[src/design/assert_macros.svh]
// assertion macros used by the controller
`ifndef ASSERT_MACROS_SVH
`define ASSERT_MACROS_SVH

// implication checked every clock outside reset
`define ASSERT_IMPLIES(label, clk, rst, cond, prop, msg) \
   label: assert property (@(posedge clk) disable iff (rst) (cond) |-> (prop)) \
      else $error(msg);

// implication checked on the clock after the condition
`define ASSERT_NEXT(label, clk, rst, cond, prop, msg) \
   label: assert property (@(posedge clk) disable iff (rst) (cond) |=> (prop)) \
      else $error(msg);

`endif

[src/design/skht_pkg.sv]
// package: shared types and codes for the string key hash table
package skht_pkg;

   // result status codes
   localparam logic [2:0] ST_INSERTED = 3'd0;
   localparam logic [2:0] ST_PRESENT  = 3'd1;
   localparam logic [2:0] ST_FULL     = 3'd2;
   localparam logic [2:0] ST_TOO_LONG = 3'd3;
   localparam logic [2:0] ST_READ     = 3'd4;
   localparam logic [2:0] ST_EMPTY    = 3'd5;

   // input function codes
   localparam logic FN_INSERT = 1'b0;
   localparam logic FN_READ   = 1'b1;

   // hash multiplier
   localparam int unsigned HASH_MULT = 33;

   typedef enum logic [3:0] {
      S_IDLE,
      S_READ_WAIT,
      S_READ_DONE,
      S_PROBE_RD,
      S_PROBE_WAIT,
      S_PROBE_EVAL,
      S_CMP_RD,
      S_CMP_WAIT,
      S_CMP_EVAL,
      S_WRITE,
      S_DONE
   } state_type;

   // controller to datapath commands
   typedef struct packed {
      logic take_char;   // append character and hash
      logic clear_key;   // reset incoming key
      logic read_slot;   // start a slot read
      logic probe_start; // load probe position from hash
      logic probe_next;  // step probe position
      logic cmp_start;   // reset compare index
      logic cmp_read;    // read stored character
      logic cmp_next;    // step compare index
      logic write_char;  // copy one character into the store
      logic write_meta;  // mark slot used with length and handle
      logic rsp_fire;    // drive result
      logic [2:0] rsp_status;
   } ctl_type;

   // datapath to controller status
   typedef struct packed {
      logic overlong;
      logic key_empty;
      logic slot_used;
      logic len_match;
      logic char_match;
      logic cmp_done;
      logic probe_wrapped;
      logic copy_done;
   } sts_type;

endpackage

[src/design/skht_ctrl.sv]
// controller: sequences character intake, probing, compare and write
`include "assert_macros.svh"
module skht_ctrl (
   input  logic              clock,
   input  logic              reset,
   input  logic              req_start,
   input  logic              req_func,
   input  logic              req_key_last,
   output logic              req_busy,
   output skht_pkg::ctl_type ctl,
   input  skht_pkg::sts_type sts
);
   skht_pkg::state_type state_ff, state_in;
   logic wr_mode_ff;

   always_ff @(posedge clock) begin
      if (reset) begin
         state_ff <= skht_pkg::S_IDLE;
      end else begin
         state_ff <= state_in;
      end
   end

   // next state and commands
   always_comb begin
      state_in = state_ff;
      ctl      = '0;
      req_busy = 1'b1;
      unique case (state_ff)
         skht_pkg::S_IDLE: begin
            req_busy = 1'b0;
            if (req_start) begin
               if (req_func == skht_pkg::FN_READ) begin
                  ctl.read_slot = 1'b1;
                  state_in      = skht_pkg::S_READ_WAIT;
               end else begin
                  ctl.take_char = 1'b1;
                  if (req_key_last) begin
                     state_in = skht_pkg::S_DONE;
                  end
               end
            end
         end
         skht_pkg::S_READ_WAIT: state_in = skht_pkg::S_READ_DONE;
         skht_pkg::S_READ_DONE: begin
            ctl.rsp_fire   = 1'b1;
            ctl.rsp_status = skht_pkg::ST_READ;
            state_in       = skht_pkg::S_IDLE;
         end
         skht_pkg::S_DONE: begin
            if (sts.overlong) begin
               ctl.rsp_fire = 1'b1; ctl.rsp_status = skht_pkg::ST_TOO_LONG;
               ctl.clear_key = 1'b1; state_in = skht_pkg::S_IDLE;
            end else if (sts.key_empty) begin
               ctl.rsp_fire = 1'b1; ctl.rsp_status = skht_pkg::ST_EMPTY;
               ctl.clear_key = 1'b1; state_in = skht_pkg::S_IDLE;
            end else begin
               ctl.probe_start = 1'b1;
               state_in = skht_pkg::S_PROBE_RD;
            end
         end
         skht_pkg::S_PROBE_RD: begin
            ctl.cmp_start = 1'b1;
            state_in = skht_pkg::S_PROBE_WAIT;
         end
         skht_pkg::S_PROBE_WAIT: state_in = skht_pkg::S_PROBE_EVAL;
         skht_pkg::S_PROBE_EVAL: begin
            if (!sts.slot_used) begin
               state_in = skht_pkg::S_WRITE;
            end else if (sts.len_match) begin
               state_in = skht_pkg::S_CMP_EVAL;
            end else if (sts.probe_wrapped) begin
               ctl.rsp_fire = 1'b1; ctl.rsp_status = skht_pkg::ST_FULL;
               ctl.clear_key = 1'b1; state_in = skht_pkg::S_IDLE;
            end else begin
               ctl.probe_next = 1'b1;
               state_in = skht_pkg::S_PROBE_RD;
            end
         end
         skht_pkg::S_CMP_EVAL: begin
            if (sts.cmp_done) begin
               ctl.rsp_fire = 1'b1; ctl.rsp_status = skht_pkg::ST_PRESENT;
               ctl.clear_key = 1'b1; state_in = skht_pkg::S_IDLE;
            end else if (!sts.char_match) begin
               if (sts.probe_wrapped) begin
                  ctl.rsp_fire = 1'b1; ctl.rsp_status = skht_pkg::ST_FULL;
                  ctl.clear_key = 1'b1; state_in = skht_pkg::S_IDLE;
               end else begin
                  ctl.probe_next = 1'b1;
                  state_in = skht_pkg::S_PROBE_RD;
               end
            end else begin
               ctl.cmp_next = 1'b1;
               state_in = skht_pkg::S_CMP_RD;
            end
         end
         skht_pkg::S_CMP_RD: state_in = skht_pkg::S_CMP_WAIT;
         skht_pkg::S_CMP_WAIT: state_in = skht_pkg::S_CMP_EVAL;
         skht_pkg::S_WRITE: begin
            // incoming char read is registered: each char is written from the compare wait state
            if (sts.copy_done) begin
               ctl.write_meta = 1'b1;
               ctl.rsp_fire = 1'b1; ctl.rsp_status = skht_pkg::ST_INSERTED;
               ctl.clear_key = 1'b1; state_in = skht_pkg::S_IDLE;
            end else begin
               state_in = skht_pkg::S_CMP_WAIT;
            end
         end
         default: state_in = skht_pkg::S_IDLE;
      endcase
      // copy path reuses the compare wait state
      if (state_ff == skht_pkg::S_CMP_WAIT && wr_mode_ff) begin
         ctl.write_char = 1'b1;
         state_in = skht_pkg::S_WRITE;
      end
   end

   always_ff @(posedge clock) begin
      if (reset || state_ff == skht_pkg::S_IDLE) begin
         wr_mode_ff <= 1'b0;
      end else if (state_in == skht_pkg::S_WRITE) begin
         wr_mode_ff <= 1'b1;
      end
   end

   `ASSERT_IMPLIES(a_busy_idle, clock, reset, state_ff == skht_pkg::S_IDLE, !req_busy,
      "busy while idle")
   `ASSERT_IMPLIES(a_one_cmd, clock, reset, 1'b1,
      $onehot0({ctl.probe_start, ctl.probe_next, ctl.read_slot}), "probe commands collide")
   `ASSERT_NEXT(a_fire_idle, clock, reset, ctl.rsp_fire, state_ff == skht_pkg::S_IDLE,
      "result not followed by idle")

endmodule

[config.mk]
export PLATFORM = sky130hd
export DESIGN_NAME = skht_ctrl
export DESIGN_NICKNAME = d
export VERILOG_FILES = /design/src/design/skht_pkg.sv /design/src/design/skht_ctrl.sv
export VERILOG_INCLUDE_DIRS = /design/src /design/src/design
export SDC_FILE = /design/constraint.sdc
export NUM_CORES = 1
export LEC_CHECK = 0
export BUFFER_PORTS_ARGS = -buffer_cell sky130_fd_sc_hd__buf_2
export CORE_AREA = 2 2 39 41
export DETAILED_ROUTE_END_ITERATION = 6
export DIE_AREA = 0 0 41 43
export PLACE_DENSITY = 0.83
export SYNTH_ARGS = -nofsm -noshare
export SYNTH_HDL_FRONTEND = slang
export SYNTH_SLANG_ARGS = --single-unit
[constraint.sdc]
create_clock -name clock -period 2 [get_ports clock]
set_clock_uncertainty 0.1 [all_clocks]
set_input_delay 0.4 -clock clock [delete_from_list [all_inputs] [get_ports clock]]
set_output_delay 0.4 -clock clock [all_outputs]
set_load 0.01 [all_outputs]
======== After elaboration in Yosys (flattened, before gate mapping) ========
Index checks and enable logic that the tools add are counted.
cells by class
  add/subtract/negate cells ............... 0
  multiply operators ...................... 0
  div/mod/pow operators ................... 0
  order comparisons ....................... 0
  equality and inequality tests ........... 11
  shift-type cells ........................ 0
  muxes and demuxes ....................... 53
  bitwise operators ....................... 0
  reduce and logical (&&, ||, !) cells .... 3
operators with widths
  kind                                            count
  two-way mux 4 bit                               16
  case mux 4 bit (10 select lines)                1
  two-way mux 1 bit                               29
  case mux 4 bit (5 select lines)                 1
  == test 4 x 3 -> 1 bit (second input constant)  4
  == test 4 bit (second input constant)           4
  == test 4 x 2 -> 1 bit (second input constant)  2
  two-way mux 5 bit                               1
  == test 4 x 1 -> 1 bit (second input constant)  1
  logical NOT 4 bit                               1
  two-way mux 2 bit                               2
  case mux 1 bit (4 select lines)                 1
  two-way mux 3 bit                               1
  case mux 1 bit (2 select lines)                 1
  logical AND 1 bit                               1
  logical OR 1 bit                                1
word-level totals
  flip-flop bits (word level) ............. 5
  latch bits .............................. 0
  bits in writable memories ............... 0
  ROM bits ................................ 0
  output and inout port bits .............. 15
  logic and storage cells ................. 69
  memories kept ........................... 0

======== Longest topological paths before layout ========
  depth after elaboration ................. 6
  gate-level depth with buffers ........... 5
  depth with buffers taken out ............ 4

======== Worst setup path after synthesis ========
OpenSTA, ideal clock, no wires.
  path type ............................... register to output
  from .................................... register state_ff[1]
  to ...................................... output ctl[0] (netlist name)
  arrival time ............................ 1.293 ns
  path slack .............................. 0.207 ns
  stages on the path, launching flop included .. 4
  cells stage by stage .................... dfxtp_1 buf_2 nor2b_1 a2111oi_0
RTL lines
  element                   line             text
  start: declaration        skht_ctrl.sv:13  skht_pkg::state_type state_ff, state_in;
  start signal: assignment  skht_ctrl.sv:18  state_ff <= skht_pkg::S_IDLE;
  start signal: assignment  skht_ctrl.sv:20  state_ff <= state_in;
  end: declaration          skht_ctrl.sv:10  output skht_pkg::ctl_type ctl,

==> results by group <==
Outcome
  • Status: finished with violations
  • Failing checks: negative setup slack

Setup path
  • Start point of the critical path: state_ff[1]
  • CP max FO: 8
  • CP Capture Type: primary output
  • WP data arrival: 1.52 ns
  • CP Data Required Time: 1.50 ns
  • Kind of critical path: register to primary output
  • R2r startpoint: state_ff[1]
  • Worst Setup Start Kind: register
  • FF-to-FF setup slack: 0.19 ns

Floorplanning
  • Top Ports: 28
  • Die width: 41 um
  • Die Ht: 43 um
  • Initial Util: 0.3779
  • Row count: 14
  • Core ar.: 1384 um2
  • Die area: 1763 um2

Synthesis
  • Yosys top cell by area: dfxtp_1
  • Post-Syn Nets: 87
  • Async SR Flop Fraction: 0
  • Flops & latches, synth: 5
  • Yosys cell types: 35
  • Yosys warnings: 0
  • Synth top cells by count: nand2_1, nor2_1, nand2b_1
  • Register area share after synthesis: 0.1914
  • Synthesized area: 523.0 um2
  • Synthesized instance count: 74
  • Synth top area share: 0.1914
  • Area contributors post-synth: dfxtp_1, nand2b_1, nand2_1
  • Post-Syn Area per Cell: 7.068 um2
  • Top FF cell, synth: dfxtp_1
  • Post-synth EDFFs: 0

Routing
  • Routed WL: 1.616 mm
  • DR vias: 694
  • Initial DRC Count: 5
  • Pre-Repair DR Iteration Count: 4
  • Number of vias per cell: 5.552
  • Antenna Nets Post-Route: 0
  • DRC viols: 0
  • WL/cell: 12.93 um

Min path
  • Hold_sp: reset
  • Path type of the worst min-delay path: input pin to register

STA
  • Achievable Freq: 494.7 MHz
  • Crit share post-route: 1.011
  • Final hold violation count: 0
  • Sum of negative setup slack: -0.02984 ns
  • RSZ-0062 raised after global routing: yes
  • Final setup viols: 3
  • Slew Viols, Final: 0
  • Final WS setup: -0.02146 ns
  • Post-layout min period: 2.021 ns

GRT
  • Initial antenna violation count: 0
  • Largest net degree at the start of global routing: 14
  • Global-route wire length before repair: 2.442 mm
  • Grt ovf: 0
  • Grt met2 use: 0.3563
  • Routing usage on met3: 0.03141
  • GRT Max-Usage Layer: met2
  • Number of global-route vias before repair: 623
  • Met1 Use GR: 0.2175
  • GRT Util Overall: 0.2054

Clock tree
  • Post-CTS Hold Buffers: 0
  • H-tree depth: 1
  • Clk_lat worst skew: 0.25 ns
  • Root buffer cell: clkbuf_4
  • TritonCTS Buffers: 3
  • Clock-pin slew on the worst setup and hold paths: 0.04 ns
  • CTS tree: yes
  • CTS Sinks: 5
  • Deepest clock path buffer count: 2

Finish
  • # diodes: 0
  • Layout cells sized above 1: 0.4679
  • Final Cell Area: 797.0 um2
  • Area grow syn2layout: 52.39%
  • Final Core Density: 0.5759
  • NumNets Final: 123

Run
  • Max-cap check violation count: 0

Power
  • Max VDD drop: 0.3211 mV
  • Switching Share: 0.3204
  • Switching Power: 0.1117 mW
  • Clock power frac: 0.342
  • Internal Power: 0.2371 mW
  • Gate power share: 0.330
  • LEAKAGE: 0.3926 nW
  • PD cells: 437.7 nW/um2
  • Sequential share of power: 0.328

Placement
  • Placed Area: 681.9 um2
  • Post-place setup slack: 0.08525 ns
  • Post-DP HPWL: 1.219 mm
  • Port Buffer Count: 26
  • Routability cong.: 0.8153
state kept, by name, indices dropped and copies added, names as in the netlist:
name / count
wr_mode_ff: 1
state_ff: 4
worst max-delay path: stages, from the launching register on:
cell and delay [ns]:
dfxtp_4 0.36, nor2b_4 0.13, or4_4 0.46, o21a_1 0.13, nand3_1 0.06, buf_2 0.13
repair_timing:
item	4_1_cts	5_1_grt
gates resized for setup	11	5
buffers inserted	3	3
pin swaps	3	1
setup endpoints to repair	6	5
routing by layer:
metal,vias up,wire [um]
met1,317,607
met3,4,88
met4,0,36
li1,347,-
met5,-,0
met2,26,884
cell families after synthesis:
group,Yosys count,share of synthesized area
AO/OA/AOI/OAI,20,0.3111
other,1,0.007170
buffers and inverters,8,0.06937
AND/OR/NAND/NOR,40,0.4211
flip-flops,5,0.1914
through the flow:
stage          power (mW)  hold slack (ns)  instances
2_1_floorplan      0.1701           0.3633         74
3_3_place_gp       0.2085           0.3863        116
3_5_place_dp       0.2107           0.3923        116
4_1_cts            0.3430           0.2578        122
5_1_grt            0.3689           0.2651        125
6_report           0.3488           0.2619        125
layout make-up:
cell class,count,area (um2)
flip-flops and latches,5,110.1
multi-input cells,61,424.2
fillers,137,586.8
well taps,16,20.02
inverters,4,15.01
repair buffers,35,201.4
clock buffers,4,26.28
path summary, 6_finish.rpt:
path / endpoint / cells past startpoint
hold / removal: state_ff[3] / 2
setup reg to reg: wr_mode_ff / 5
setup / recovery: ctl[3] / 5
hold reg to reg: wr_mode_ff / 1
placed cells by master (no fill, tap or decap), drive strengths merged, types with 2 or more instances in the layout:
cell type and instances:
buf 35, nand2 7, nor2 7, nand2b 6
nor3 5, dfxtp 5, inv 4, nand3 4
nor2b 4, clkbuf 4, o21ai 3, a41oi 3
or4 2
power groups by stage:
stage          Sequential (mW)  Clock, mW  Combinational [mW]
2_1_floorplan            0.109          0              0.0608
3_3_place_gp             0.115          0              0.0940
3_5_place_dp             0.115          0              0.0955
4_1_cts                  0.113      0.122               0.107
5_1_grt                  0.115      0.129               0.124
6_report                 0.114      0.119               0.115
(Power assumes the default switching activity.)
